[config.mk]
export PLATFORM = sky130hd
export DESIGN_NAME = calendar_clock_counter
export DESIGN_NICKNAME = d
export VERILOG_FILES = /design/src/hw/rtl/calclk_pkg.sv /design/src/hw/rtl/calendar_clock_counter.sv
export SDC_FILE = /design/constraint.sdc
export NUM_CORES = 1
export LEC_CHECK = 0
export BUFFER_PORTS_ARGS = -buffer_cell sky130_fd_sc_hd__buf_4
export CORE_ASPECT_RATIO = 0.6
export CORE_MARGIN = 1
export CORE_UTILIZATION = 60
export CTS_BUF_LIST = sky130_fd_sc_hd__clkbuf_8 sky130_fd_sc_hd__clkbuf_16
export CTS_CLUSTER_SIZE = 12
export DETAILED_ROUTE_END_ITERATION = 16
export PLACE_DENSITY_LB_ADDON = 0.2
export SLEW_MARGIN = 20
export SYNTH_ARGS = -nofsm -noshare
export SYNTH_HDL_FRONTEND = slang
export SYNTH_SLANG_ARGS = --single-unit
[constraint.sdc]
create_clock -name clk -period 11.3 [get_ports clk]
set_input_delay 1.13 -clock clk [delete_from_list [all_inputs] [get_ports clk]]
set_output_delay 1.13 -clock clk [all_outputs]
set_load 0.02 [all_outputs]
[src/hw/rtl/calclk_pkg.sv]
package calclk_pkg;

  localparam logic [1:0] REQ_TICK     = 2'd0;
  localparam logic [1:0] REQ_SET_DATE = 2'd1;
  localparam logic [1:0] REQ_SET_TIME = 2'd2;

  localparam logic REG_TWELVE_HOUR = 1'b0;

  localparam logic [13:0] YEAR_LAST   = 14'd9999;
  localparam logic [3:0]  MONTH_LAST  = 4'd12;
  localparam logic [4:0]  HOUR_LAST   = 5'd23;
  localparam logic [4:0]  HOUR_NOON   = 5'd12;
  localparam logic [5:0]  MINUTE_LAST = 6'd59;
  localparam logic [5:0]  SECOND_LAST = 6'd59;

  localparam logic [13:0] YEAR_RST   = 14'd2021;
  localparam logic [3:0]  MONTH_RST  = 4'd4;
  localparam logic [4:0]  DAY_RST    = 5'd28;
  localparam logic [4:0]  HOUR_RST   = 5'd23;
  localparam logic [5:0]  MINUTE_RST = 6'd32;
  localparam logic [5:0]  SECOND_RST = 6'd3;

  // y divisible by 25 iff (y * 25^-1 mod 2^14) <= (2^14 - 1) / 25
  localparam logic [13:0] INV25       = 14'd7209;
  localparam logic [13:0] DIV25_LIMIT = 14'd655;

  typedef struct packed {
    logic [1:0]  req_type;
    logic [13:0] load_year;
    logic [6:0]  load_month;
    logic [6:0]  load_day;
    logic [6:0]  load_hour;
    logic [6:0]  load_minute;
    logic [6:0]  load_second;
  } calclk_item_t;

  typedef struct packed {
    logic [13:0] cur_year;
    logic [3:0]  cur_month;
    logic [4:0]  cur_day;
    logic [4:0]  cur_hour;
    logic [5:0]  cur_minute;
    logic [5:0]  cur_second;
    logic [4:0]  shown_hour;
    logic        pm_flag;
    logic        set_rejected;
  } calclk_result_t;

  function automatic logic is_leap(input logic [13:0] y);
    logic [13:0] prod;
    logic        by25;
    prod = y * INV25;
    by25 = (prod <= DIV25_LIMIT);
    return ((y[1:0] == 2'd0) && !by25) || ((y[3:0] == 4'd0) && by25);
  endfunction

  function automatic logic [4:0] month_len(input logic leap, input logic [3:0] m);
    logic [4:0] len;
    unique case (m)
      4'd2: len = leap ? 5'd29 : 5'd28;
      4'd4, 4'd6, 4'd9, 4'd11: len = 5'd30;
      default: len = 5'd31;
    endcase
    return len;
  endfunction

endpackage

[src/hw/rtl/calendar_clock_counter.sv]
// Calendar clock counter: one tick, set-date or set-time beat per cycle unless a
// result beat waits on result_ready. The result beat, registered, follows in the
// cycle after acceptance; the next-state logic is a single compare/increment
// cascade plus two 14-bit constant leap-year multiplies feeding the registers.
// Reset (synchronous, active high): 2021-04-28 23:32:03, 24-hour view, no result pending.
module calendar_clock_counter
  import calclk_pkg::*;
(
  input  logic           clk,
  input  logic           rst,
  input  logic           item_valid,
  output logic           item_ready,
  input  calclk_item_t   item,
  output logic           result_valid,
  input  logic           result_ready,
  output calclk_result_t result,
  input  logic           psel,
  input  logic           penable,
  input  logic           pwrite,
  input  logic [2:0]     paddr,
  input  logic [31:0]    pwdata,
  output logic [31:0]    prdata,
  output logic           pready
);

  logic        twelve_hour_mode;
  logic [13:0] year, year_next;
  logic [3:0]  month, month_next;
  logic [4:0]  day, day_next;
  logic [4:0]  hour, hour_next;
  logic [5:0]  minute, minute_next;
  logic [5:0]  second, second_next;
  logic        rejected;
  logic        accept;
  logic        date_ok;
  logic        time_ok;
  logic [4:0]  cur_len;
  logic [4:0]  new_len;
  calclk_result_t result_next;

  assign item_ready = !result_valid || result_ready;
  assign accept     = item_valid && item_ready;

  assign pready = 1'b1;
  assign prdata = (paddr[2] == REG_TWELVE_HOUR) ? {31'd0, twelve_hour_mode} : 32'd0;

  assign cur_len = month_len(is_leap(year), month);
  assign new_len = month_len(is_leap(item.load_year), item.load_month[3:0]);

  assign date_ok = (item.load_year <= YEAR_LAST) && (item.load_month >= 7'd1) &&
                   (item.load_month <= {3'd0, MONTH_LAST}) && (item.load_day >= 7'd1) &&
                   (item.load_day <= {2'd0, new_len});
  assign time_ok = (item.load_hour <= {2'd0, HOUR_LAST}) &&
                   (item.load_minute <= {1'd0, MINUTE_LAST}) &&
                   (item.load_second <= {1'd0, SECOND_LAST});

  always_comb begin
    year_next   = year;
    month_next  = month;
    day_next    = day;
    hour_next   = hour;
    minute_next = minute;
    second_next = second;
    rejected    = 1'b0;
    unique case (item.req_type)
      REQ_TICK: begin
        if (second != SECOND_LAST) begin
          second_next = second + 6'd1;
        end else begin
          second_next = 6'd0;
          if (minute != MINUTE_LAST) begin
            minute_next = minute + 6'd1;
          end else begin
            minute_next = 6'd0;
            if (hour != HOUR_LAST) begin
              hour_next = hour + 5'd1;
            end else begin
              hour_next = 5'd0;
              if (day < cur_len) begin
                day_next = day + 5'd1;
              end else begin
                day_next = 5'd1;
                if (month < MONTH_LAST) begin
                  month_next = month + 4'd1;
                end else begin
                  month_next = 4'd1;
                  year_next  = (year >= YEAR_LAST) ? 14'd0 : year + 14'd1;
                end
              end
            end
          end
        end
      end
      REQ_SET_DATE: begin
        if (date_ok) begin
          year_next  = item.load_year;
          month_next = item.load_month[3:0];
          day_next   = item.load_day[4:0];
        end else begin
          rejected = 1'b1;
        end
      end
      REQ_SET_TIME: begin
        if (time_ok) begin
          hour_next   = item.load_hour[4:0];
          minute_next = item.load_minute[5:0];
          second_next = item.load_second[5:0];
        end else begin
          rejected = 1'b1;
        end
      end
      default: ;
    endcase
  end

  always_comb begin
    result_next.cur_year     = year_next;
    result_next.cur_month    = month_next;
    result_next.cur_day      = day_next;
    result_next.cur_hour     = hour_next;
    result_next.cur_minute   = minute_next;
    result_next.cur_second   = second_next;
    result_next.set_rejected = rejected;
    if (twelve_hour_mode) begin
      result_next.pm_flag = (hour_next >= HOUR_NOON);
      if (hour_next == 5'd0) begin
        result_next.shown_hour = HOUR_NOON;
      end else if (hour_next > HOUR_NOON) begin
        result_next.shown_hour = hour_next - HOUR_NOON;
      end else begin
        result_next.shown_hour = hour_next;
      end
    end else begin
      result_next.pm_flag    = 1'b0;
      result_next.shown_hour = hour_next;
    end
  end

  always_ff @(posedge clk) begin
    if (rst) begin
      twelve_hour_mode <= 1'b0;
      year             <= YEAR_RST;
      month            <= MONTH_RST;
      day              <= DAY_RST;
      hour             <= HOUR_RST;
      minute           <= MINUTE_RST;
      second           <= SECOND_RST;
      result_valid     <= 1'b0;
    end else begin
      if (psel && penable && pwrite && pready && (paddr[2] == REG_TWELVE_HOUR)) begin
        twelve_hour_mode <= pwdata[0];
      end
      if (accept) begin
        year         <= year_next;
        month        <= month_next;
        day          <= day_next;
        hour         <= hour_next;
        minute       <= minute_next;
        second       <= second_next;
        result_valid <= 1'b1;
      end else if (result_ready) begin
        result_valid <= 1'b0;
      end
    end
  end

  always_ff @(posedge clk) begin
    if (accept) begin
      result <= result_next;
    end
  end

`ifndef SYNTHESIS
  a_result_legal: assert property (@(posedge clk) disable iff (rst)
    result_valid |-> (result.cur_year <= YEAR_LAST) && (result.cur_month >= 4'd1) &&
      (result.cur_month <= MONTH_LAST) && (result.cur_day >= 5'd1) &&
      (result.cur_hour <= HOUR_LAST) && (result.cur_minute <= MINUTE_LAST) &&
      (result.cur_second <= SECOND_LAST))
    else $error("result beat holds an illegal date or time");

  a_result_mirrors_state: assert property (@(posedge clk) disable iff (rst)
    result_valid |-> (result.cur_year == year) && (result.cur_month == month) &&
      (result.cur_day == day) && (result.cur_hour == hour) &&
      (result.cur_minute == minute) && (result.cur_second == second))
    else $error("pending result differs from the clock state");

  a_pm_after_noon: assert property (@(posedge clk) disable iff (rst)
    (result_valid && result.pm_flag) |-> (result.cur_hour >= HOUR_NOON))
    else $error("pm flag set before noon");

  a_tick_advances: assert property (@(posedge clk) disable iff (rst)
    (accept && (item.req_type == REQ_TICK) && (second != SECOND_LAST))
      |=> (second == $past(second) + 6'd1))
    else $error("tick did not advance seconds");
`endif

endmodule
# After elaboration in Yosys (flattened, before gate mapping)
# Cells that the tools add are included.
[word_totals] memories=0 out_inout_bits=82 mem_bits_ro=0 regBits=89 ramBits=0 latchBits=0 wordCells=132 input_bits=93
[op_classes] n_shift=0 mux=46 mul=2 order_cmp=15 n_reduce_logical=29 add_sub_neg=7 div_mod_pow=0 eq_ne=15 bitwise_logic=1
[ops] cell="$mux W14" count=7
[ops] cell="$mux W5" count=11
[ops] cell="$mux W6" count=6
[ops] cell="$le A14 B10 Y1 const B" count=2
[ops] cell="$mul A14 B13 Y14 const B" count=2
[ops] cell="$pmux W14 S2" count=1
[ops] cell="$mux W4" count=6
[ops] cell="$pmux W6 S2" count=2
[ops] cell="$pmux W5 S2" count=2
[ops] cell="$eq A4 B3 Y1 const B" count=4
[ops] cell="$eq A4 B4 Y1 const B" count=4
[ops] cell="$add A14 B1 Y14 const B" count=1
[ops] cell="$ge A14 B14 Y1 const B" count=1
[ops] cell="$ge A7 B1 Y1 const B" count=2
[ops] cell="$le A14 B14 Y1 const B" count=1
[ops] cell="$le A7 B6 Y1 const B" count=2
[ops] cell="$logic_and A1 B1 Y1" count=14
[ops] cell="$add A6 B1 Y6 const B" count=2
[ops] cell="$ne A6 B6 Y1 const B" count=2
[ops] cell="$add A5 B1 Y5 const B" count=2
[ops] cell="$eq A4 B2 Y1 const B" count=2
[ops] cell="$logic_not A4 Y1" count=2
[ops] cell="$pmux W2 S2" count=2
[ops] cell="$pmux W4 S2" count=1
[ops] cell="other kinds (21)" count=34

# Longest topological paths before layout
[depth] ltp_word=13 ltp_mapped=27 depth_no_buf=25

# Least setup slack after synthesis
# Ideal clock, no wire load.
[synth_path] path_kind="input to register" start="in item[38] in the netlist's numbering" end="reg result[27] in the netlist's numbering, data pin" setup_ns=0.271 required_time_ns=11.029 path_slack_ns=5.300 path_stages=25 path_buffers=3 t_arrival_ns=5.730 cell_sequence="ha_1 > ha_1 > ha_1 > inv_1 > fa_1 > inv_1 > ha_1 > fa_1 > a21oi_1 > nor2_1 > nor2_1 > o21bai_1 > a21oi_1 > xor2_1 > nand4_1 > o311a_1 > ha_1 > nand2_1 > o211a_1 > a2111oi_4 > and2_1 > buf_2 > buf_2 > buf_2 > o221ai_1"
[synth_between] elab_chain_cells=11
[synth_rtl] element="start: declaration" line="calendar_clock_counter.sv:13" rtl="input calclk_item_t item,"
[synth_rtl] element="$mul A14 B13 Y14" line="calclk_pkg.sv:52" rtl="prod = y * INV25;"
[synth_rtl] element="$le A14 B10 Y1" line="calclk_pkg.sv:53" rtl="by25 = (prod <= DIV25_LIMIT);"
[synth_rtl] element="$logic_not A1 Y1" line="calclk_pkg.sv:54" rtl="return ((y[1:0] == 2'd0) && !by25) || ((y[3:0] == 4'd0) && by25);"
[synth_rtl] element="$logic_and A1 B1 Y1" line="calclk_pkg.sv:54"
[synth_rtl] element="$logic_or A1 B1 Y1" line="calclk_pkg.sv:54"
[synth_rtl] element="$mux W1" line="calclk_pkg.sv:60" rtl="4'd2: len = leap ? 5'd29 : 5'd28;"
[synth_rtl] element="$pmux W2 S2" line="calclk_pkg.sv:59" rtl="unique case (m)"
[synth_rtl] element="$le A7 B5 Y1" line="calendar_clock_counter.sv:52" rtl="(item.load_day <= {2'd0, new_len});"
[synth_rtl] element="$logic_and A1 B1 Y1 *" line="calendar_clock_counter.sv:51" rtl="(item.load_month <= {3'd0, MONTH_LAST}) && (item.load_day >= 7'd1) &&"
[synth_rtl] element="$mux W5 *" line="calendar_clock_counter.sv:95" rtl="if (date_ok) begin"
[synth_rtl] element="$pmux W5 S2 *" line="calendar_clock_counter.sv:65" rtl="unique case (item.req_type)"
[synth_rtl] element="net day_next[3]" line="calendar_clock_counter.sv:29" rtl="logic [4:0] day, day_next;"
[synth_rtl] element="end signal: assignment" line="calendar_clock_counter.sv:169" rtl="result <= result_next;"
[synth_rtl] element="end: declaration" line="calendar_clock_counter.sv:16" rtl="output calclk_result_t result,"
# The timed path passes the listed nets; every way through them passes the cells marked *.
# A chain may end at the register's enable or synchronous reset.

# Final worst setup path
[layout_path] start="in item[38] in the netlist's numbering" end="reg year[11]"
[layout_between] elab_chain_cells=11
[layout_rtl] element="$mul A14 B13 Y14" line="calclk_pkg.sv:52"
[layout_rtl] element="$le A14 B10 Y1" line="calclk_pkg.sv:53"
[layout_rtl] element="$logic_not A1 Y1" line="calclk_pkg.sv:54"
[layout_rtl] element="$logic_and A1 B1 Y1" line="calclk_pkg.sv:54"
[layout_rtl] element="$logic_or A1 B1 Y1" line="calclk_pkg.sv:54"
[layout_rtl] element="$mux W1" line="calclk_pkg.sv:60"
[layout_rtl] element="$pmux W2 S2" line="calclk_pkg.sv:59"
[layout_rtl] element="$le A7 B5 Y1" line="calendar_clock_counter.sv:52"
[layout_rtl] element="$logic_and A1 B1 Y1 *" line="calendar_clock_counter.sv:51"
[layout_rtl] element="$mux W14 *" line="calendar_clock_counter.sv:95"
[layout_rtl] element="$pmux W14 S2 *" line="calendar_clock_counter.sv:65"
[layout_rtl] element="end signal: assignment" line="calendar_clock_counter.sv:154" rtl="year <= year_next;"
[layout_rtl] element="end: declaration" line="calendar_clock_counter.sv:27" rtl="logic [13:0] year, year_next;"
# Mark *: on every way between the ends. The rest lies on a longest branch, timed or not.

==> results.ini <==
[floorplan]
floorplan.rows = 32
floorplan.die_area_um2 = 13800
coreArea_um2 = 12900
ioPinCount = 175
initial_core_util_pct = 61.8
dieHeight_um = 91.4
die-width_um = 151

[finish]
num-nets-final = 1204
area_growth_syn_to_layout_pct = 13.4
final.fill_count = 1054
diode_count = 0
layout.area.seq_um2 = 2250
multiInputGateArea_um2 = 5150
layout-drive-gt1-share_pct = 15.2
finish.instance_area_um2 = 9070

[synthesis]
synth_cell_types = 82
syn_area_um2 = 8000
ys_dominant_reg_cell = sky130_fd_sc_hd__edfxtp_1
portion_of_the_post_synthesis_area_used_by_sequential_elements_pct = 28.2
ys_async_sr_fraction_pct = 0
leading_cell_type_by_number_of_instances_after_synthesis = sky130_fd_sc_hd__ha_1
synth-warning-count = 0
synth_largest_area_cell = sky130_fd_sc_hd__edfxtp_1
synth_area_per_cell_um2 = 8.80
synth_top_cells_by_count = sky130_fd_sc_hd__ha_1, sky130_fd_sc_hd__nand2_1, sky130_fd_sc_hd__inv_1, sky130_fd_sc_hd__nor2_1, sky130_fd_sc_hd__edfxtp_1
synth_largest_type_area_fraction_pct = 17.7
synth_enable_flop_cells = 47
post_synth_inst_count = 909
synthesized_flop_and_latch_total = 89
ys_top_cells_by_area = sky130_fd_sc_hd__edfxtp_1, sky130_fd_sc_hd__ha_1, sky130_fd_sc_hd__dfxtp_1

[critical_path]
timing.critical_path.slowest_cell_delay_ns = 0.68
timing.critical_path.fanout_max = 30
worstPathBufferInverterCount = 3
critPathRequiredTime_ns = 11.55
worst_path_dominant_cell_family = adder cells
worstPathArrival_ns = 6.90
setup.worst_path.end_class = flop
crit_slowest_cell = sky130_fd_sc_hd__and2_2
cell_occurring_most_often_along_the_worst_timing_path = sky130_fd_sc_hd__ha_1
crit_path_start_kind = input pin
worst-setup-path-type = input pin to flop

[route]
dr.first_iter.drc_count = 937
routedWlPerCell_um = 18.4
postRouteWirelength_mm = 21.5
viasPerCell = 6.25
detailroute.via_count = 7304
detail_route.drc_violations = 0
route.antenna.remaining_nets = 0
drtPass1Iterations = 5

[cts]
cts.root.buffer_cell = sky130_fd_sc_hd__clkbuf_16
cts.sinks = 89
cts-buffers-inserted = 9
cts.reportedPaths.clkPinSlew_ns = 0.07
clk_latency_ns = 0.36
ctsHtreeMaxLevel = 3
cts_tree = built
clk_buf_depth = 2
post_cts.resized_instances = 0
cts.hold.buffers_added = 0
cts_post_setup_buffers_inserted = 0

[sta]
grt_setup_unrepaired = false
timing.slew.headroom_pct = 37.1
period_needed_ns = 6.66
worstMarginPinSlew_ns = 0.936
final-setup-viol-count = 0
fin_setup_tns_ns = 0
final_min_period_over_clock_period_pct = 58.9
maxClockFrequency_mhz = 150
report.final.hold_viol_count = 0
final.setup_skew_ns = 0.0150
slew_violations = 0

[global_route]
globalRouteTotalUtil_pct = 32.3
maximum_number_of_pins_on_one_net_before_global_route_repair = 67
grt_pass1_vias = 6506
grt_antenna_before_repair = 0
grt_first_pass_wirelength_mm = 34.4
grt-ovfl-total = 0

[power]
p_int_uw = 690
sw_frac_of_total_pct = 36.4
power_frac_seq_pct = 35.0
p_sw_uw = 395
combinationalPowerShare_pct = 37.2
cellPowerDensity_nw_per_um2 = 120
p_clk_share_pct = 27.8
leakage_uw = 0.00405
peakVddDrop_mv = 0.0816

[placed_design]
numPortBuffers = 109
dpl_cell_area_um2 = 8780
globalplace.congestion = 0.960
detailed_place_hpwl_mm = 15.8

[job]
max_cap_violations = 0

[min_path]
worst_min_delay_path_category = flop to flop

[run_status]
outcome = completed

path summary, 6_finish.rpt:
kind              from          to  slack, ns  cells after the start
max reg2reg    year[0]  result[31]       5.02                     16
min          second[5]   second[5]       0.49                      2
max           item[38]    year[11]       4.64                     26
min reg2reg  second[5]   second[5]       0.49                      2
flip-flops by register name (all words and copies together) (netlist names):
name and count:
result 47, year 14, minute 6, second 6, day 5, hour 5
month 4, result_valid 1, twelve_hour_mode 1
power by group through the flow:
stage	Sequential, uW	Clock [uW]	Combinational, uW
final	380	301	403
after global routing	383	312	453
after CTS	379	299	401
after detailed placement	386	0	395
after global placement	386	0	388
after floorplan	396	0	286
cell families after synthesis:
group           count (synthesis)  synth area share, %
simple gates                  293                 18.7
compound gates                215                 19.3
buf+inv                       154                 8.86
fa+ha+maj                     117                 20.4
flops                          89                 28.2
xor+xnor                       33                 3.79
mux                             6                0.782
other cells                     2               0.0939
layout by cell type (no fill, tap or decap), drive strengths merged, types with 9 or more instances in the layout:
cell type,n
a21oi,36
xnor2,24
nand2b,12
fa,22
nand2,92
dfxtp,42
conb,32
a31oi,16
and3,10
ha,95
a221oi,9
clkbuf,9
buf,113
o21ai,44
nor3,15
o21a,9
edfxtp,47
nand3,31
nor2,61
and2,11
inv,89
o211ai,13
nand4,17
metrics by stage:
step                power (uW)  instances  hold WS (ns)  setup WS [ns]  utilization, %
floorplan                  682        939         0.458           5.30               -
global placement           774       1153         0.481           4.10            67.9
detailed placement         782       1153         0.483           4.02            67.9
CTS                       1080       1169         0.495           4.37            70.1
global route              1150       1169         0.504           4.32            70.1
finish                    1080       1169         0.492           4.64            70.1
cell type report:
class	count	area share [%]
clock buffer	9	2.48
clock inverter	7	0.690
inverter	85	3.52
multi-input combinational	696	56.8
sequential	89	24.8
timing repair buffer	113	9.35
tap	170	2.35
worst min-delay path: stages (launching register included):
cell and delay, ns:
sky130_fd_sc_hd__dfxtp_1 0.33, sky130_fd_sc_hd__nand2_1 0.06, sky130_fd_sc_hd__a21oi_1 0.05
routing by layer:
| layer | track usage, % | wire length, um | vias to the layer above |
|---|---|---|---|
| li1 | - | - | 3414 |
| met1 | 51.6 | 10200 | 3399 |
| met2 | 41.7 | 8200 | 465 |
| met3 | 10.6 | 2880 | 26 |
| met4 | 4.25 | 154 | 0 |
| met5 | 0 | 0 | - |
Power figures use the tool's default switching activity.
